===== config.mk =====
export PLATFORM = sky130hd
export DESIGN_NAME = dual_simplex_leaving_variable_pricer_unit
export DESIGN_NICKNAME = d
export VERILOG_FILES = /design/src/rtl/dslv_pkg.sv /design/src/rtl/dual_simplex_leaving_variable_pricer_unit.sv
export SDC_FILE = /design/constraint.sdc
export NUM_CORES = 2
export LEC_CHECK = 0
export CAP_MARGIN = 20
export CORE_UTILIZATION = 45
export DETAILED_ROUTE_END_ITERATION = 10
export DONT_BUFFER_PORTS = 1
export GPL_ROUTABILITY_DRIVEN = 1
export PLACE_DENSITY = 0.71
export SYNTH_ARGS = -nofsm -noshare
export SYNTH_HDL_FRONTEND = slang
export SYNTH_SLANG_ARGS = --single-unit

===== constraint.sdc =====
create_clock -name clk -period 14.1 [get_ports clk]
set_input_delay 1.41 -clock clk [delete_from_list [all_inputs] [get_ports clk]]
set_output_delay 1.41 -clock clk [all_outputs]
set_load 0.02 [all_outputs]

===== src/rtl/dslv_pkg.sv =====
// shared constants and types for the dual simplex leaving variable pricer
package dslv_pkg;

	// field widths fixed by the row and result words
	localparam int unsigned VAR_W    = 16;
	localparam int unsigned KIND_W   = 2;
	localparam int unsigned VALUE_W  = 32;
	localparam int unsigned WEIGHT_W = 32;
	localparam int unsigned DIR_W    = 2;

	// score is a 64 bit quotient, produced two bits per cycle
	localparam int unsigned SCORE_W  = 64;
	localparam int unsigned DIGIT_W  = 2;

	// parameter defaults
	localparam int unsigned VAR_COUNT_DEF  = 65536;
	localparam int unsigned VALUE_BITS_DEF = 32;

	// bound kind codes
	localparam logic [KIND_W-1:0] KIND_LOWER_ONLY = 2'd1;
	localparam logic [KIND_W-1:0] KIND_FREE       = 2'd2;

	// leaving direction codes
	localparam logic [DIR_W-1:0] DIR_NONE     = 2'd0;
	localparam logic [DIR_W-1:0] DIR_TO_LOWER = 2'd1;
	localparam logic [DIR_W-1:0] DIR_TO_UPPER = 2'd2;

	// sequencer states
	typedef enum logic [3:0] {
		ST_IDLE = 4'b0001,
		ST_MUL  = 4'b0010,
		ST_DIV  = 4'b0100,
		ST_UPD  = 4'b1000
	} state_t;

endpackage


===== src/rtl/dual_simplex_leaving_variable_pricer_unit.sv =====
// dual simplex leaving variable pricer: steepest edge score, running best, report on last row
// an eligible row is squared, divided by its weight in the radix-4 restoring divider loop at
//   two quotient bits per step, then compared with the running best and folded in or reported
// rows are taken only in idle, not while one is in the divider or a report waits for the slot;
//   an ineligible row that is not last stays in idle, an ineligible last row goes to the report
// reset: arst_n clears the sequencer, the running best and the result valid flag at once
module dual_simplex_leaving_variable_pricer_unit #(
	parameter int unsigned VAR_COUNT  = dslv_pkg::VAR_COUNT_DEF,
	parameter int unsigned VALUE_BITS = dslv_pkg::VALUE_BITS_DEF
) (
	input  logic                                clk,
	input  logic                                arst_n,

	// row word
	input  logic                                item_valid,
	output logic                                item_ready,
	input  logic        [dslv_pkg::VAR_W-1:0]    basic_var,
	input  logic        [dslv_pkg::KIND_W-1:0]   bound_kind,
	input  logic signed [dslv_pkg::VALUE_W-1:0]  row_value,
	input  logic        [dslv_pkg::WEIGHT_W-1:0] row_weight,
	input  logic                                last_row,

	// result word
	output logic                                result_valid,
	input  logic                                result_ready,
	output logic                                found,
	output logic        [dslv_pkg::VAR_W-1:0]    leaving_var,
	output logic        [dslv_pkg::DIR_W-1:0]    direction
);

	localparam int unsigned ScoreW  = dslv_pkg::SCORE_W;
	localparam int unsigned WeightW = dslv_pkg::WEIGHT_W;
	localparam int unsigned Steps   = dslv_pkg::SCORE_W / dslv_pkg::DIGIT_W;
	localparam int unsigned CntW    = $clog2(Steps);
	localparam logic [CntW-1:0] CntLast = CntW'(Steps - 1);

	dslv_pkg::state_t state_q;

	// row captured at acceptance
	logic [VALUE_BITS-1:0]           mag_q;
	logic [WeightW-1:0]              weight_q;
	logic [dslv_pkg::VAR_W-1:0]      var_q;
	logic [dslv_pkg::DIR_W-1:0]      dir_q;
	logic                            elig_q;
	logic                            last_q;

	// divider: dividend shifts out the top while quotient bits shift in below
	logic [ScoreW-1:0]               div_q;
	logic [WeightW-1:0]              rem_q;
	logic [CntW-1:0]                 cnt_q;

	// running best
	logic [ScoreW-1:0]               best_score_q;
	logic                            have_best_q;
	logic [dslv_pkg::VAR_W-1:0]      best_var_q;
	logic [dslv_pkg::DIR_W-1:0]      best_dir_q;

	// result register
	logic                            result_valid_q;
	logic                            found_q;
	logic [dslv_pkg::VAR_W-1:0]      leaving_var_q;
	logic [dslv_pkg::DIR_W-1:0]      direction_q;

	// row decode
	logic [VALUE_BITS-1:0]           raw;
	logic                            negative;
	logic                            in_range;
	logic                            eligible;
	logic                            accept;

	assign raw      = row_value[VALUE_BITS-1:0];
	assign negative = raw[VALUE_BITS-1];
	assign in_range = {16'd0, basic_var} < 32'(VAR_COUNT);
	assign accept   = item_valid && item_ready;

	always_comb begin
		eligible = in_range;
		if (bound_kind == dslv_pkg::KIND_FREE) begin
			eligible = 1'b0;
		end
		if (bound_kind == dslv_pkg::KIND_LOWER_ONLY && (negative || raw == '0)) begin
			eligible = 1'b0;
		end
	end

	// square of the magnitude, registered into the dividend
	logic [2*VALUE_BITS-1:0]         sq;
	assign sq = mag_q * mag_q;

	// two restoring steps per cycle
	logic [WeightW:0] trial1, trial2, diff1, diff2, part1;
	logic             ge1, ge2;

	always_comb begin
		trial1 = {rem_q, div_q[ScoreW-1]};
		diff1  = trial1 - {1'b0, weight_q};
		ge1    = trial1 >= {1'b0, weight_q};
		part1  = ge1 ? diff1 : trial1;
		trial2 = {part1[WeightW-1:0], div_q[ScoreW-2]};
		diff2  = trial2 - {1'b0, weight_q};
		ge2    = trial2 >= {1'b0, weight_q};
	end

	// update and report
	logic                            take;
	logic                            new_have;
	logic [dslv_pkg::VAR_W-1:0]      new_var;
	logic [dslv_pkg::DIR_W-1:0]      new_dir;
	logic                            slot_free;
	logic                            report;

	assign take      = elig_q && (!have_best_q || div_q > best_score_q);
	assign new_have  = have_best_q || take;
	assign new_var   = take ? var_q : best_var_q;
	assign new_dir   = take ? dir_q : best_dir_q;
	assign slot_free = !result_valid_q || result_ready;
	// a last row is being reported this cycle
	assign report    = state_q == dslv_pkg::ST_UPD && last_q && slot_free;

	assign item_ready = state_q == dslv_pkg::ST_IDLE;

	always_ff @(posedge clk or negedge arst_n) begin
		if (!arst_n) begin
			state_q        <= dslv_pkg::ST_IDLE;
			cnt_q          <= '0;
			best_score_q   <= '0;
			have_best_q    <= 1'b0;
			best_var_q     <= '0;
			best_dir_q     <= dslv_pkg::DIR_NONE;
			result_valid_q <= 1'b0;
		end else begin
			// a word taken now is cleared unless the next one replaces it
			if (result_valid_q && result_ready && !report) begin
				result_valid_q <= 1'b0;
			end
			unique case (state_q)
				dslv_pkg::ST_IDLE: begin
					if (accept) begin
						if (eligible) begin
							state_q <= dslv_pkg::ST_MUL;
						end else if (last_row) begin
							state_q <= dslv_pkg::ST_UPD;
						end
					end
				end
				dslv_pkg::ST_MUL: begin
					cnt_q   <= '0;
					state_q <= dslv_pkg::ST_DIV;
				end
				dslv_pkg::ST_DIV: begin
					cnt_q <= cnt_q + 1'b1;
					if (cnt_q == CntLast) begin
						state_q <= dslv_pkg::ST_UPD;
					end
				end
				dslv_pkg::ST_UPD: begin
					if (!last_q) begin
						// fold this row into the running best
						if (take) begin
							best_score_q <= div_q;
							have_best_q  <= 1'b1;
							best_var_q   <= var_q;
							best_dir_q   <= dir_q;
						end
						state_q <= dslv_pkg::ST_IDLE;
					end else if (slot_free) begin
						// report and clear for the next pass
						result_valid_q <= 1'b1;
						best_score_q   <= '0;
						have_best_q    <= 1'b0;
						best_var_q     <= '0;
						best_dir_q     <= dslv_pkg::DIR_NONE;
						state_q        <= dslv_pkg::ST_IDLE;
					end
				end
				default: begin
					state_q <= dslv_pkg::ST_IDLE;
				end
			endcase
		end
	end

	// datapath registers, no reset needed
	always_ff @(posedge clk) begin
		if (accept) begin
			mag_q    <= negative ? (~raw + 1'b1) : raw;
			weight_q <= row_weight;
			var_q    <= basic_var;
			dir_q    <= negative ? dslv_pkg::DIR_TO_UPPER : dslv_pkg::DIR_TO_LOWER;
			elig_q   <= eligible;
			last_q   <= last_row;
		end
		if (state_q == dslv_pkg::ST_MUL) begin
			div_q <= ScoreW'(sq);
			rem_q <= '0;
		end
		if (state_q == dslv_pkg::ST_DIV) begin
			div_q <= {div_q[ScoreW-3:0], ge1, ge2};
			rem_q <= ge2 ? diff2[WeightW-1:0] : trial2[WeightW-1:0];
		end
		if (report) begin
			found_q       <= new_have;
			leaving_var_q <= new_have ? new_var : '0;
			direction_q   <= new_have ? new_dir : dslv_pkg::DIR_NONE;
		end
	end

	assign result_valid = result_valid_q;
	assign found        = found_q;
	assign leaving_var  = leaving_var_q;
	assign direction    = direction_q;

endmodule

==> results.md <==
* Clock H-tree levels at 2
* Net count after synthesis at 6,265
* Clock tree from TritonCTS: built
* Worst Hold Path Cells at 1
* Headroom to the max-slew limit at 34.3%
* Max Fclk at 0.112 GHz
* Post-synthesis register bit count at 292
* Final-report setup violation count at 0
* Startpoint of the worst hold path: cnt_q[4]
* Die area at 106,000 um^2
* Delay of the slowest critical-path stage at 560 ps
* Arrival time at the worst endpoint at 9340 ps
* Chip Height at 325 um
* Clock Latency Late Sink at 570 ps
* Overall overflow remaining after global route at 0
* Overall fraction of global-route tracks in use at 22.2%
* Synth warnings at 0
* Clock sink total at 292
* Post-synth ARST share at 31.8%
* Cell repeated most along the worst path: fa_1
* Startpoint types: flip-flop
* Internal reg-to-reg setup slack at 5180 ps
* # DRC at 0
* CTS resizes at 0
* Number of placement rows at 118
* Pins Over Slew Limit at 0
* Via count of the first global-routing pass at 35,000
* First-pass detailed-route iteration total at 5
* Setup repair after global routing missed its margin: no
* Clock tree skew after final layout at 39.0 ps
* Most instantiated library cell after synthesis: inv_1
* Share of layout cells above drive strength 1 at 3.18%
* Avg Inst Size Synth at 9.47 um^2
* Pin count of the biggest net entering global routing at 94
* Biggest area contributors in the synthesized netlist: fa_1 34%, edfxtp_1 13%, ha_1 11%
* Area growth from synthesis to layout at 5.63%
* Post-route antenna net violation count at 0
* Type of destination of the critical path: flip-flop
* Least-Margin Pin Slew at 986 ps
* Synth area leader: fa_1
* Initial Utilization at 45.3%
* Number of antenna violations at the first check in global routing at 4
* Cell types with the highest counts after synthesis: 1,158 x inv_1, 794 x fa_1, 524 x nand2_1
* Buffers inserted by post-CTS timing repair at 0
* Final Util at 47.9%
* Die Wd at 325 um
* Setup total negative slack at 0 ps
* Final hold vios at 0
* Result of the run: finished, final reports clean
* Area share of the largest cell type after synthesis at 33.9%
* Wire per inst at 18.5 um
* Max clock buf depth at 3
* Number of instances in the synthesized netlist at 4,954
* Placeable core area at 103,000 um^2
* Library cells used by synthesis at 88
* Path class of the lowest-slack min-delay path: reg -> reg
* Root Buffer: clkbuf_16
* Number of ports placed on the die boundary at 108
* Reg2Reg Depth at 26
* Avg Vias per Cell at 5.25
* Class of the most critical setup path: reg -> reg
* Number of buffers inserted during clock tree synthesis at 36
* # hold bufs at CTS at 0
* Share of the yosys chip area belonging to registers at 17.7%
* Total routed wirelength at 116,000 um
* Number of synthesized flops with an enable pin at 199
* Slowest-stage cell, CP: fa_1
* Detailed router's first-iteration violation count at 2,286
* Reg-to-reg startpoint: mag_q[16]
* Total standard cell area after synthesis at 46,900 um^2
* First-pass GRT wire length at 187,000 um
* Hold Path Sink: cnt_q[4]
* Post-CTS clock slew at the launch and capture registers of the worst setup and hold paths at 60 ps
* Routability-driven placement congestion ratio at 0.924
* Nets@finish at 6,162
* Most used DFF post-synth: edfxtp_1
* Number of violations of the max-capacitance limit at 0
* Critical Path Fanout Max at 26
* Via count of the routed design at 32,900
* Share of the cycle needed by the critical path after routing at 63.3%
* Crit path required time at 14,520 ps
* R2r endpoint: div_q[59]
* Input/output buffers at 0
* Detailed Place HPWL at 90,300 um
* Minimum clock period at 8920 ps
-- layer usage --
layer | routed length [um] | track usage [%]
met5 | 0 | 0
met4 | 3070 | 5.55
met3 | 8510 | 3.20
met2 | 53600 | 36.5
met1 | 50500 | 31.0
-- worst max-delay path: cells and delay by family (launching register included) --
family	cells	cell delay, ps
AND/OR/NAND/NOR	3	790
multiplexers	1	370
buffers and inverters	6	1110
adder cells (fa/ha/maj)	9	4300
AO/OA/AOI/OAI	7	1860
flip-flops	1	320
-- logic make-up after synthesis --
group	after synthesis	synth area share, %
flip-flops	292	17.7
XOR/XNOR	173	3.23
multiplexers	118	2.53
AND/OR/NAND/NOR	1180	12.0
buffers and inverters	1347	10.8
AO/OA/AOI/OAI	620	8.41
adder cells (fa/ha/maj)	1224	45.3
-- cell type report --
| type | instances | area [um^2] |
|---|---|---|
| antenna | 2 | 5.00 |
| inverter | 1160 | 4360 |
| fill | 9630 | 53900 |
| clock buffer | 45 | 985 |
| multi-input combinational | 3315 | 33600 |
| sequential | 292 | 8300 |
| clock inverter | 20 | 254 |
| tap | 1380 | 1730 |
| timing repair buffer | 46 | 353 |
-- stage by stage --
stage	area (um^2)	hold WS, ps	cells	setup slack (ps)
after floorplan	46900	465	4954	6160
after global placement	48300	490	6192	5370
after detailed placement	48300	501	6192	5180
after CTS	49500	510	6257	5180
after global routing	49600	515	6258	4790
final	49600	512	6260	5180
-- cells in the final DEF, fill, tap and decap left out, drive strengths merged, types with 81 or more instances in the layout --
| master | n |
|---|---|
| a21oi | 174 |
| nor2 | 180 |
| o21ai | 157 |
| and2 | 241 |
| inv | 1161 |
| a21o | 81 |
| nand2 | 525 |
| xnor2 | 108 |
| fa | 794 |
| dfrtp | 92 |
| edfxtp | 199 |
| ha | 430 |
| mux2i | 113 |
-- worst max-delay path by stage --
stage                   start        end  slack [ps]
finish              mag_q[16]  div_q[59]        5180
global route        mag_q[16]  div_q[59]        4790
CTS                 mag_q[16]  div_q[59]        5180
detailed placement  mag_q[16]  div_q[59]        5180
global placement    mag_q[16]  div_q[59]        5370
floorplan            mag_q[2]  div_q[59]        6160
-- flip-flops by register name, indices dropped and copies added (netlist names) --
| name | count |
|---|---|
| best_dir_q | 2 |
| best_score_q | 64 |
| best_var_q | 16 |
| cnt_q | 5 |
| dir_q | 2 |
| direction | 2 |
| div_q | 64 |
| elig_q | 1 |
| found | 1 |
| have_best_q | 1 |
| last_q | 1 |
| leaving_var | 16 |
| mag_q | 32 |
| rem_q | 32 |
| result_valid | 1 |
| state_q | 4 |
| var_q | 16 |
| weight_q | 32 |
Power is left out: the tool's default activity adds up to more than one toggle a clock period on the data nets, which glitch-free logic cannot reach.
